==> src/design/u8d_pkg.sv <==
`default_nettype none

package u8d_pkg;

	typedef logic [7:0]  byte_t;
	typedef logic [20:0] cp_t;
	typedef logic [31:0] key_t;
	typedef logic [1:0]  pend_t;

	localparam cp_t CP_INVALID = 21'h00FFFD;

	localparam logic [6:0] PRINT_LO    = 7'h21;
	localparam logic [6:0] PRINT_HI    = 7'h7E;
	localparam logic [8:0] PRINT_SPAN  = 9'd94;
	localparam logic [8:0] PRINT_SPAN2 = 9'd188;
	localparam logic [8:0] PRINT_SPAN3 = 9'd282;

	// rotate a printable code within 0x21..0x7e by an 8-bit amount
	// offset plus amount is at most 93 + 255, so three compare and subtract steps
	function automatic logic [6:0] u8d_rotate(input logic [6:0] c, input logic [7:0] amt);
		logic [8:0] s;
		logic [8:0] r;
		s = ({2'b00, c} - {2'b00, PRINT_LO}) + {1'b0, amt};
		if (s >= PRINT_SPAN3) begin
			r = s - PRINT_SPAN3;
		end else if (s >= PRINT_SPAN2) begin
			r = s - PRINT_SPAN2;
		end else if (s >= PRINT_SPAN) begin
			r = s - PRINT_SPAN;
		end else begin
			r = s;
		end
		return r[6:0] + PRINT_LO;
	endfunction

	function automatic key_t u8d_xorshift(input key_t k);
		key_t a;
		key_t b;
		a = k ^ (k << 13);
		b = a ^ (a >> 17);
		return b ^ (b << 5);
	endfunction

endpackage

`default_nettype wire

==> src/design/u8d_byte_if.sv <==
`default_nettype none

interface u8d_byte_if;
	import u8d_pkg::*;

	logic  valid;
	logic  ready;
	byte_t in_byte;

	modport source (output valid, output in_byte, input ready);
	modport sink (input valid, input in_byte, output ready);
endinterface

`default_nettype wire

==> src/design/u8d_cp_if.sv <==
`default_nettype none

interface u8d_cp_if;
	import u8d_pkg::*;

	logic valid;
	logic ready;
	cp_t  cp_data;

	modport source (output valid, output cp_data, input ready);
	modport sink (input valid, input cp_data, output ready);
endinterface

`default_nettype wire

==> src/design/utf8_decode_with_scramble.sv <==
// a byte accepted into the input register has its code point, if it completes one,
// loaded into the output register unless that one holds a result not yet taken
// throughput: one byte per cycle; the input stalls only when the byte in the input
// register has a result and the output register holds one that is not taken
// reset (arst_n low, asynchronous): pending sequence, scramble key and all valids clear
// a cfg_we write reloads the running key from cfg_wdata
`default_nettype none

module utf8_decode_with_scramble (
	input  wire               clk,
	input  wire               arst_n,
	input  wire               cfg_we,
	input  wire u8d_pkg::key_t cfg_wdata,
	u8d_byte_if.sink          byte_ch,
	u8d_cp_if.source          cp_ch
);
	import u8d_pkg::*;

	logic  v_s1;
	byte_t byte_s1;

	cp_t   part_q;
	pend_t pend_q;
	key_t  key_q;

	logic  out_v_q;
	cp_t   out_cp_q;

	logic  has_res;
	cp_t   res_cp;
	cp_t   part_n;
	pend_t pend_n;
	key_t  key_n;
	logic  adv;
	logic  out_load;
	cp_t   cont_val;

	assign cont_val = {part_q[14:0], byte_s1[5:0]};

	always_comb begin
		has_res = 1'b0;
		res_cp  = CP_INVALID;
		part_n  = part_q;
		pend_n  = pend_q;
		key_n   = key_q;
		if (!byte_s1[7]) begin
			// ascii leaves a pending sequence alone
			has_res = 1'b1;
			res_cp  = {14'd0, byte_s1[6:0]};
			if (key_q != '0) begin
				if (byte_s1[6:0] >= PRINT_LO && byte_s1[6:0] <= PRINT_HI) begin
					res_cp = {14'd0, u8d_rotate(byte_s1[6:0], key_q[7:0])};
				end
				key_n = u8d_xorshift(key_q);
			end
		end else if (!byte_s1[6]) begin
			has_res = 1'b1;
			if (pend_q != '0) begin
				pend_n = pend_q - 2'd1;
				if (pend_q == 2'd1) begin
					res_cp = cont_val;
					part_n = '0;
				end else begin
					has_res = 1'b0;
					part_n  = cont_val;
				end
			end
		end else if (pend_q == '0) begin
			if (!byte_s1[5]) begin
				part_n = {16'd0, byte_s1[4:0]};
				pend_n = 2'd1;
			end else if (!byte_s1[4]) begin
				part_n = {17'd0, byte_s1[3:0]};
				pend_n = 2'd2;
			end else if (!byte_s1[3]) begin
				part_n = {18'd0, byte_s1[2:0]};
				pend_n = 2'd3;
			end else begin
				has_res = 1'b1;
			end
		end else begin
			// lead byte where a continuation was due: drop the sequence
			has_res = 1'b1;
			part_n  = '0;
			pend_n  = '0;
		end
	end

	assign adv           = v_s1 && (!has_res || !out_v_q || cp_ch.ready);
	assign byte_ch.ready = !v_s1 || adv;
	assign out_load      = !out_v_q || cp_ch.ready;

	always_ff @(posedge clk or negedge arst_n) begin
		if (!arst_n) begin
			v_s1    <= 1'b0;
			part_q  <= '0;
			pend_q  <= '0;
			key_q   <= '0;
			out_v_q <= 1'b0;
		end else begin
			if (byte_ch.ready) begin
				v_s1 <= byte_ch.valid;
			end
			if (cfg_we) begin
				key_q <= cfg_wdata;
			end else if (adv) begin
				key_q <= key_n;
			end
			if (adv) begin
				part_q <= part_n;
				pend_q <= pend_n;
			end
			if (out_load) begin
				out_v_q <= adv && has_res;
			end
		end
	end

	always_ff @(posedge clk) begin
		if (byte_ch.ready && byte_ch.valid) begin
			byte_s1 <= byte_ch.in_byte;
		end
		if (out_load && adv && has_res) begin
			out_cp_q <= res_cp;
		end
	end

	assign cp_ch.valid   = out_v_q;
	assign cp_ch.cp_data = out_cp_q;

endmodule

`default_nettype wire

==> src/flat_wrapper.sv <==
// flat-port wrapper written by rule: the top's interface ports become plain ports
module utf8_decode_with_scramble_flat import u8d_pkg::*;
  (clk, arst_n, cfg_we, cfg_wdata, byte_ch_valid, byte_ch_in_byte, byte_ch_ready, cp_ch_valid, cp_ch_cp_data, cp_ch_ready);
  u8d_byte_if byte_ch_i ();
  u8d_cp_if cp_ch_i ();
  input  wire clk;
  input  wire arst_n;
  input  wire cfg_we;
  input  wire u8d_pkg::key_t cfg_wdata;
  input wire logic [$bits(byte_ch_i.valid)-1:0] byte_ch_valid;
  input wire logic [$bits(byte_ch_i.in_byte)-1:0] byte_ch_in_byte;
  output wire logic [$bits(byte_ch_i.ready)-1:0] byte_ch_ready;
  output wire logic [$bits(cp_ch_i.valid)-1:0] cp_ch_valid;
  output wire logic [$bits(cp_ch_i.cp_data)-1:0] cp_ch_cp_data;
  input wire logic [$bits(cp_ch_i.ready)-1:0] cp_ch_ready;
  assign byte_ch_i.valid = byte_ch_valid;
  assign byte_ch_i.in_byte = byte_ch_in_byte;
  assign byte_ch_ready = byte_ch_i.ready;
  assign cp_ch_valid = cp_ch_i.valid;
  assign cp_ch_cp_data = cp_ch_i.cp_data;
  assign cp_ch_i.ready = cp_ch_ready;
  utf8_decode_with_scramble u_core (.clk(clk), .arst_n(arst_n), .cfg_we(cfg_we), .cfg_wdata(cfg_wdata), .byte_ch(byte_ch_i), .cp_ch(cp_ch_i));
endmodule
==> config.mk <==
export PLATFORM = sky130hd
export DESIGN_NAME = utf8_decode_with_scramble_flat
export DESIGN_NICKNAME = d
export VERILOG_FILES = /design/src/design/u8d_pkg.sv /design/src/design/u8d_byte_if.sv /design/src/design/u8d_cp_if.sv /design/src/design/utf8_decode_with_scramble.sv /design/src/flat_wrapper.sv
export SDC_FILE = /design/constraint.sdc
export NUM_CORES = 1
export LEC_CHECK = 0
export ABC_AREA = 1
export BUFFER_PORTS_ARGS = -buffer_cell sky130_fd_sc_hd__buf_2
export CAP_MARGIN = 15
export CORE_MARGIN = 2
export CORE_UTILIZATION = 55
export CTS_CLUSTER_SIZE = 10
export DETAILED_ROUTE_END_ITERATION = 6
export PLACE_DENSITY = 0.82
export RECOVER_POWER = 25
export SYNTH_ARGS = -nofsm -noshare
export SYNTH_HDL_FRONTEND = slang
export SYNTH_SLANG_ARGS = --single-unit
==> constraint.sdc <==
create_clock -name clk -period 6.2 [get_ports clk]
set_input_delay 0.93 -clock clk [delete_from_list [all_inputs] [get_ports clk]]
set_output_delay 0.93 -clock clk [all_outputs]
set_load 0.01 [all_outputs]
Yosys cells after proc, flatten, opt, wreduce, memory -nomap -nowiden
Index checks and enable logic that the tools add are counted.

Output and inout port bits: 23. Input bits: 45. Logic and storage cells: 83. Register bits: 80.

Reductions and logical operators: 21. Bitwise operators: 3. Add/subtract/negate cells: 7. Muxes and demuxes: 37. Eq/ne operators: 3. Order comparisons: 5.

Operator list (count): 2-to-1 mux 32 bit (4); 2-to-1 mux 15 bit (7); 2-to-1 mux 21 bit (5); bitwise XOR 32 bit (2); 2-to-1 mux 7 bit (7); nonzero test 32 bit (1); bitwise XOR 32 x 15 -> 32 bit (1); 2-to-1 mux 2 bit (6); adder 9 x 8 -> 9 bit (1); >= comparator 9 x 7 -> 1 bit, second input constant (1); >= comparator 9 x 8 -> 1 bit, second input constant (1); >= comparator 9 bit, second input constant (1); 2-to-1 mux 1 bit (8); nonzero test 2 bit (4); subtractor 7 x 6 -> 8 bit, second input constant (1); adder 7 x 6 -> 7 bit, second input constant (1); >= comparator 7 x 6 -> 1 bit, second input constant (1); <= comparator 7 bit, second input constant (1); subtractor 7 x 5 -> 7 bit, second input constant (1); subtractor 7 x 6 -> 7 bit, second input constant (1); subtractor 7 bit, second input constant (1); logical AND 1 bit (6); inequality test 5 bit, second input constant (1); logical OR 1 bit (4); 7 further kinds (9).

Logic depth before layout (Yosys ltp)
Gate-level depths: netlist of the first run.

Depth after elaboration: 13. Gate-level depth with buffers: 29. Gate-level depth less buffers: 28.

Worst setup path before layout of the first run
No wires, ideal clock.

Path type: reg-to-reg. Start point: register u_core.byte_s1[0]. End point: register u_core.out_cp_q[6] (netlist: u_core.cp_ch.cp_data[6]), data pin. Arrival time: 3.374 ns. Data required time: 5.943 ns. Setup time: 0.257 ns. Stages on the path, launching flop included: 24. Clock period less this slack: 3.631 ns. Path buffers: 0. Path slack: 2.569 ns. Cells stage by stage: edfxtp_1 > inv_1 > ha_1 > inv_1 > fa_1 > xor2_1 > ha_1 > nand2_1 > inv_1 > nand3_1 > nand3_1 > nand2_2 > nand2_4 > nand2_1 > nand2_1 > xor2_1 > inv_1 > ha_1 > inv_1 > a21oi_2 > nand3_2 > nand3_1 > nand3_1 > a21oi_2.

Longest elaborated chain between the ends: 13. Elaborated cells on any way between the ends: 21. Classes of those cells: add/sub: 6; order compare: 5; mux: 9; reduce/logical: 1.

Ends and longest elaborated chain: from (decl) (line utf8_decode_with_scramble.sv:20) `byte_t byte_s1;`; from (signal assigned) (line utf8_decode_with_scramble.sv:121) `byte_s1 <= byte_ch.in_byte;`; subtractor 7 x 6 -> 8 bit (line u8d_pkg.sv:23) `s = ({2'b00, c} - {2'b00, PRINT_LO}) + {1'b0, amt};`; adder 9 x 8 -> 9 bit (line u8d_pkg.sv:23); >= comparator 9 x 7 -> 1 bit or subtractor 7 bit (tied branches) (line u8d_pkg.sv:28, u8d_pkg.sv:29); 2-to-1 mux 7 bit (line u8d_pkg.sv:28) `end else if (s >= PRINT_SPAN) begin`; 2-to-1 mux 7 bit (line u8d_pkg.sv:26) `end else if (s >= PRINT_SPAN2) begin`; 2-to-1 mux 7 bit (line u8d_pkg.sv:24) `if (s >= PRINT_SPAN3) begin`; 2-to-1 mux 7 bit (line utf8_decode_with_scramble.sv:51) `if (byte_s1[6:0] >= PRINT_LO && byte_s1[6:0] <= PRINT_HI) begin`; 2-to-1 mux 7 bit (line utf8_decode_with_scramble.sv:50) `if (key_q != '0) begin`; 2-to-1 mux 7 bit (line utf8_decode_with_scramble.sv:46) `if (!byte_s1[7]) begin`; adder 7 x 6 -> 7 bit (line u8d_pkg.sv:33) `return r[6:0] + PRINT_LO;`; 2-to-1 mux 7 bit * (line utf8_decode_with_scramble.sv:51); 2-to-1 mux 21 bit * (line utf8_decode_with_scramble.sv:50); 2-to-1 mux 21 bit * (line utf8_decode_with_scramble.sv:46); named net u_core.res_cp[6] (line utf8_decode_with_scramble.sv:30) `cp_t res_cp;`; to (signal assigned) (line utf8_decode_with_scramble.sv:124) `out_cp_q <= res_cp;`; to (decl) (line utf8_decode_with_scramble.sv:27) `cp_t out_cp_q;`.

The timed path passes the listed nets; every way through them passes the cells marked *. The select of a mux whose other input is x is not followed. A chain may end at the register's enable or synchronous reset.

Worst setup path after layout of the first run
Start point: register u_core.byte_s1[0]. End point: register u_core.out_cp_q[4] (netlist: u_core.cp_ch.cp_data[4]), data pin.

The elaborated chain is that of the path after synthesis.

==> flow_metrics.env, run 1 <==
export IMPL_grtUsageMet1_pct=32.87
export IMPL_ctsRootBufferMaster="clkbuf_8"
export IMPL_worstPathArrival_ns=4.37
export IMPL_cts_tree="done"
export IMPL_syn_cell_area_mm2=0.005435
export IMPL_multiInputGateArea_mm2=0.002880
export IMPL_drt_total_wl_um=12750
export IMPL_drive_above_1_share_pct=17.81
export IMPL_crit_top_cell="inv_1"
export IMPL_use_met2_pct=43.28
export IMPL_violations="max-capacitance violations, max-slew violations"
export IMPL_fmax_ghz=0.2387
export IMPL_maxSlewHeadroom_pct=-87.94
export IMPL_ys_ff_latch=80
export IMPL_syn_to_final_growth_pct=12.52
export IMPL_start_util_pct=56.12
export IMPL_p_per_area_mw_per_mm2=492.3
export IMPL_yosysTopAreaCell="dfrtp_1"
export IMPL_drv_cap=1
export IMPL_grt_start_max_net_pins=52
export IMPL_finalHoldViolations=0
export IMPL_dieArea_mm2=0.01069
export IMPL_post_dp_hpwl_um=9559
export IMPL_yosys_cell_types_count=40
export IMPL_cts_sinks=80
export IMPL_crit_path_end_kind="flop"
export IMPL_diodes=0
export IMPL_crit_path_max_incr_delay_ns=0.55
export IMPL_rsz0062_at_grt="false"
export IMPL_drc=0
export IMPL_cts_htree_levels=3
export IMPL_grt_usage_pct=25.24
export IMPL_busiest_layer="met2"
export IMPL_placement_io_buffers=67
export IMPL_cts_buffers=9
export IMPL_final_common_cell="nand2_1"
export IMPL_clkTransAtPathRegs_ns=0.09
export IMPL_power_leakage_nw=2.903
export IMPL_synth_top_cell_area_share_pct=23.48
export IMPL_syn_mean_instance_area_um2=8.112
export IMPL_drt_initial_drc_count=417
export IMPL_grt_pass1_wl_um=20940
export IMPL_holdWs_ns=0.4888
export IMPL_use_met3_pct=4.973
export IMPL_clock_skew_ns=0.01501
export IMPL_crit_chain="inv_1, ha_1, inv_1, fa_1, xor2_1, ha_1, nand2_1, inv_1, nand3_1, nand3_1, nand2_2, nand2_4, nand2_1, nand2_1, xor2_1, inv_1, ha_1, inv_1, a21oi_2, nand3_2, nand3_1, a22oi_1"
export IMPL_cts_hold_buffers=0
export IMPL_min_period_ns=4.190
export IMPL_antenna_found_initial=0
export IMPL_ant_nets=0
export IMPL_crit_slowest_cell="xor2_1"
export IMPL_grt_ovfl_total=0
export IMPL_io_pins=68
export IMPL_setup_viol=0
export IMPL_crit_required_ns=6.38
export IMPL_final_cell_mix="171 x nand2_1, 82 x inv_1, 63 x buf_2"
export IMPL_cts_resized=0
export IMPL_seqCellArea_mm2=0.002147
export IMPL_die_w_um=103.4
export IMPL_vias_per_cell=5.416
export IMPL_cts_buffer_depth=2
export IMPL_hold_path_class="flop to flop"
export IMPL_final_period_utilization_pct=67.58
export IMPL_firstDrtPassIters=5
export IMPL_ys_top_cells_by_area="dfrtp_1 23%, edfxtp_1 16%, nand2_1 12%, inv_1 5.7%, xnor2_1 5.5%"
export IMPL_wire_per_inst_um=14.59
export IMPL_start_kind="flop"
export IMPL_seq_area_frac_synth_pct=39.50
export IMPL_place_congestion=0.9212
export IMPL_syn_inst=670
export IMPL_critPathMaxFanout=9
export IMPL_synth_nets=738
export IMPL_maxSlewViolCount=52
export IMPL_coreArea_mm2=0.009684
export IMPL_grt_pass1_vias=4418
export IMPL_synth_edf_count=29
export IMPL_rows=36
export IMPL_synth_flop_cell="dfrtp_1"
export IMPL_yosysWarnings=0
export IMPL_totalNegativeSetupSlack_ns=0
export IMPL_nNetsFinal=804
export IMPL_clk_latency_ns=0.37
export IMPL_ir_drop_mv=0.2382
export IMPL_worstMarginPinSlew_ns=2.819
export IMPL_crit_type="flop to flop"
export IMPL_nFillCells=821
export IMPL_async_flop_share_pct=63.75
export IMPL_postCtsSetupRepairBufs=0
export IMPL_status="finished with violations"
export IMPL_vias=4734
export IMPL_die_h_um=103.4
[area by class of cell]
class,count,area share [%]
clock buffer,10,2.250
clock inverter,6,1.616
inverter,91,5.626
multi-input combinational,485,47.09
sequential,80,35.11
tap,133,2.721
timing repair buffer,69,5.585
[worst max-delay path, delay by kind of cell, from the launching register on]
kind | cells | cell delay (ns)
AO/OA/AOI/OAI | 2 | 0.30
XOR/XNOR | 2 | 0.80
adder cells (fa/ha/maj) | 4 | 1.30
buffers and inverters | 5 | 0.41
flip-flops | 1 | 0.43
AND/OR/NAND/NOR | 9 | 0.75
[per-layer routing]
layer  vias up  part of all wire, %  wire length (um)
li1       2319                    -                 -
met5         -                    0                 0
met2       199                   50              6373
met1      2201                   41              5236
met4         0                  1.3               171
met3        15                  7.6               971
[registers in the layout (all words and copies together), names as in the netlist]
| signal | count |
|---|---|
| u_core.cp_ch.cp_data | 21 |
| u_core.pend_q | 2 |
| u_core.v_s1 | 1 |
| u_core.cp_ch.valid | 1 |
| u_core.part_q | 15 |
| u_core.byte_s1 | 8 |
| u_core.key_q | 32 |
[where the power goes]
group	internal (mW)	switching [mW]
Clock	0.244	0.212
Combinational	0.629	1.07
Sequential	0.728	0.124
Total	1.60	1.41
[logic make-up (layout without fill, tap and decap cells)]
kind of cell               count (synthesis)  in the layout  synth area share (%)
AOI/OAI and AO/OA                        104            104                 12.15
and+or+nand+nor                          297            297                 25.58
xor gates and xnor gates                  61             61                 9.830
buffers and inverters                    105            176                 7.505
adders and majority gates                 23             23                 5.433
DFF                                       80             80                 39.50
[through the flow]
step           utilization [%]  std cells  area [um^2]  worst slack, ns  power [mW]
3_5_place_dp             60.80        858         5888            2.105       2.534
4_1_cts                  63.24        874         6125            2.082       3.000
5_1_grt                  63.15        874         6116            1.659       3.257
6_report                 63.15        874         6116            2.010       3.011
2_1_floorplan                -        670         5435            2.569       2.158
3_3_place_gp             60.80        858         5888            2.332       2.464
[final timing paths]
kind	endpoint	start	cells after the start	slack, ns
setup / recovery	u_core.cp_ch.cp_data[4]	u_core.byte_s1[0]	22	2.01
hold / removal	u_core.part_q[9]	u_core.part_q[9]	2	0.49
setup reg to reg	u_core.cp_ch.cp_data[4]	u_core.byte_s1[0]	22	2.01
hold reg to reg	u_core.part_q[9]	u_core.part_q[9]	2	0.49
max in group asynchronous	u_core.pend_q[0]	arst_n	2	3.04
min in group asynchronous	u_core.key_q[13]	arst_n	2	1.56
[synthesized netlist by cell type, types with 2 or more instances]
cell	n
a21oi_1	18
a21oi_2	4
a22oi_1	3
a31oi_1	2
buf_1	3
buf_2	3
clkbuf_1	7
dfrtp_1	51
edfxtp_1	29
ha_1	22
inv_1	82
inv_2	8
nand2_1	171
nand2_2	11
nand2_4	6
nand3_1	34
nand3_2	8
nand4_1	4
nor2_1	42
nor2_2	5
nor2_4	4
nor3_1	2
nor4_1	6
o211ai_1	30
o21ai_0	29
o21ai_1	3
o22ai_1	6
o31ai_1	5
or2_4	2
xnor2_1	34
xor2_1	27
Note: power is estimated with default switching activity, not from simulation.
==> inputs of run 2 (changes only) <==
==> constraint.sdc (replaced) <==
create_clock -name clk -period 4.1 [get_ports clk]
set_input_delay 0.615 -clock clk [delete_from_list [all_inputs] [get_ports clk]]
set_output_delay 0.615 -clock clk [all_outputs]
set_load 0.01 [all_outputs]
==> run 2 against run 1 <==
Effect of this change: the run still ends with max-capacitance violations, max-slew violations left; critical path depth increased by 4; first-iteration DRC count shrank 42%; critical endpoint is now u_core.cp_ch.cp_data[6]; cell area is 1.1% higher; critical path type unchanged; largest cell class unchanged; clock skew decreased by 0.0023 ns.
==> flow_metrics.env, run 2 (synthesis results as in run 1) <==
export IMPL_status="finished with violations"
export IMPL_violations="max-capacitance violations, max-slew violations"
export IMPL_ctsRootBufferMaster="clkbuf_8"
export IMPL_clkTransAtPathRegs_ns=0.09
export IMPL_maxSlewViolCount=52
export IMPL_die_w_um=103.4
export IMPL_cts_hold_buffers=0
export IMPL_vias=4777
export IMPL_critPathMaxFanout=9
export IMPL_nNetsFinal=811
export IMPL_hold_end="u_core.byte_s1[3]"
export IMPL_diodes=0
export IMPL_cts_sinks=80
export IMPL_grt_pass1_wl_um=21080
export IMPL_die_h_um=103.4
export IMPL_multiInputGateArea_mm2=0.002902
export IMPL_grt_usage_pct=25.31
export IMPL_post_dp_hpwl_um=9537
export IMPL_crit_type="flop to flop"
export IMPL_placement_io_buffers=67
export IMPL_whs_path_depth=1
export IMPL_hold_path_class="input pin to flop"
export IMPL_finalHoldViolations=0
export IMPL_final_cell_mix="170 x nand2_1, 80 x inv_1, 64 x buf_2"
export IMPL_cts_buffer_depth=2
export IMPL_wire_per_inst_um=14.51
export IMPL_r2r_end="u_core.cp_ch.cp_data[6]"
export IMPL_drt_initial_drc_count=242
export IMPL_vias_per_cell=5.422
export IMPL_syn_to_final_growth_pct=13.79
export IMPL_grt_ovfl_total=0
export IMPL_cts_tree="done"
export IMPL_drv_cap=1
export IMPL_min_period_ns=3.841
export IMPL_start_util_pct=56.12
export IMPL_rows=36
export IMPL_final_common_cell="nand2_1"
export IMPL_firstDrtPassIters=5
export IMPL_ant_nets=0
export IMPL_largest_reg_flops=32
export IMPL_clock_skew_ns=0.01276
export IMPL_seqCellArea_mm2=0.002147
export IMPL_grt_pass1_vias=4517
export IMPL_ff2ff_path_depth=26
export IMPL_crit_required_ns=4.22
export IMPL_crit_top_cell="nand2_1"
export IMPL_drive_above_1_share_pct=19.65
export IMPL_cts_htree_levels=3
export IMPL_antenna_found_initial=0
export IMPL_worstPathArrival_ns=3.96
export IMPL_place_congestion=0.9195
export IMPL_dieArea_mm2=0.01069
export IMPL_drc=0
export IMPL_grt_start_max_net_pins=52
export IMPL_worstReg2RegStart="u_core.byte_s1[2]"
export IMPL_crit_family="simple AND/OR/NAND/NOR gates"
export IMPL_cts_buffers=9
export IMPL_totalNegativeSetupSlack_ns=0
export IMPL_maxSlewHeadroom_pct=-84.44
export IMPL_crit_path_max_incr_delay_ns=0.48
export IMPL_io_pins=68
export IMPL_hp_start="byte_ch_in_byte[3]"
export IMPL_crit_slowest_cell="edfxtp_1"
export IMPL_final_period_utilization_pct=93.69
export IMPL_worstMarginPinSlew_ns=2.767
export IMPL_reg2reg_setup_slack_ns=0.26
export IMPL_top_register="u_core.key_q"
export IMPL_fmax_ghz=0.2603
export IMPL_clk_latency_ns=0.37
export IMPL_setup_viol=0
export IMPL_coreArea_mm2=0.009684
export IMPL_drt_total_wl_um=12780
export IMPL_power_mw=4.559
export IMPL_p_per_area_mw_per_mm2=737.1
export IMPL_power_leakage_nw=2.938
export IMPL_crit_path_end_kind="flop"
export IMPL_start_kind="flop"
export IMPL_nFillCells=820
export IMPL_critPathBufInv=4
export IMPL_ir_drop_mv=0.3559
-- run 2: cell types whose count changed in the layout (fill, tap and decap cells not counted), sizes merged --
cell | previous run | this run
clkinvlp | 1 | 0
inv | 93 | 94
bufinv | 2 | 1
clkbuf | 15 | 14
clkinv | 1 | 2
buf | 64 | 72
-- run 2: where the power goes --
| group | leakage [nW] | internal, mW | switching [mW] |
|---|---|---|---|
| Clock | 0.116 | 0.331 | 0.331 |
| Combinational | 1.91 | 0.974 | 1.64 |
| Sequential | 0.911 | 1.10 | 0.183 |
-- run 2: stage by stage --
step                      area (um^2)  setup slack (ns)  utilization (%)  cells  hold WS (ns)
after detailed placement         5903            0.1733            60.96    860        0.4670
after floorplan                  5435            0.4694                -    670        0.3194
after CTS                        6133            0.1259            63.33    876        0.3729
after global routing             6185         -0.005450            63.86    881        0.4222
final                            6185            0.2589            63.86    881        0.4298
after global placement           5903            0.3596            60.96    860        0.4628
-- run 2: worst max-delay path by stage --
stage / from / endpoint / slack, ns / cells past startpoint
after floorplan: u_core.byte_s1[0] / u_core.cp_ch.cp_data[6] / 0.47 / 23
after global placement: u_core.byte_s1[0] / u_core.cp_ch.cp_data[6] / 0.36 / 25
after detailed placement: u_core.byte_s1[0] / u_core.cp_ch.cp_data[6] / 0.17 / 25
after CTS: u_core.byte_s1[0] / u_core.cp_ch.cp_data[6] / 0.13 / 25
after global routing: u_core.byte_s1[0] / u_core.cp_ch.cp_data[6] / -0.005 / 25
final: u_core.byte_s1[2] / u_core.cp_ch.cp_data[6] / 0.26 / 26
-- run 2: cell type report --
| cell class | count | share of cell area, % |
|---|---|---|
| multi-input cells | 485 | 46.91 |
| flip-flops and latches | 80 | 34.72 |
| repair buffers | 76 | 6.393 |
| inverters | 91 | 5.563 |
| well taps | 133 | 2.691 |
| clock buffers | 10 | 2.407 |
| clock inverters | 6 | 1.315 |
-- run 2: what timing repair did --
| item | in CTS | in global routing |
|---|---|---|
| setup buffers | 0 | 5 |
| gates resized for setup | 0 | 8 |
| endpoints found under the setup margin | 0 | 5 |
-- run 2: per-layer routing --
metal	up-vias	routed length (um)	track usage [%]
met4	0	263	7.692
met3	31	918	4.301
met5	-	0	0
met2	195	6283	42.83
met1	2208	5316	33.42
li1	2343	-	-
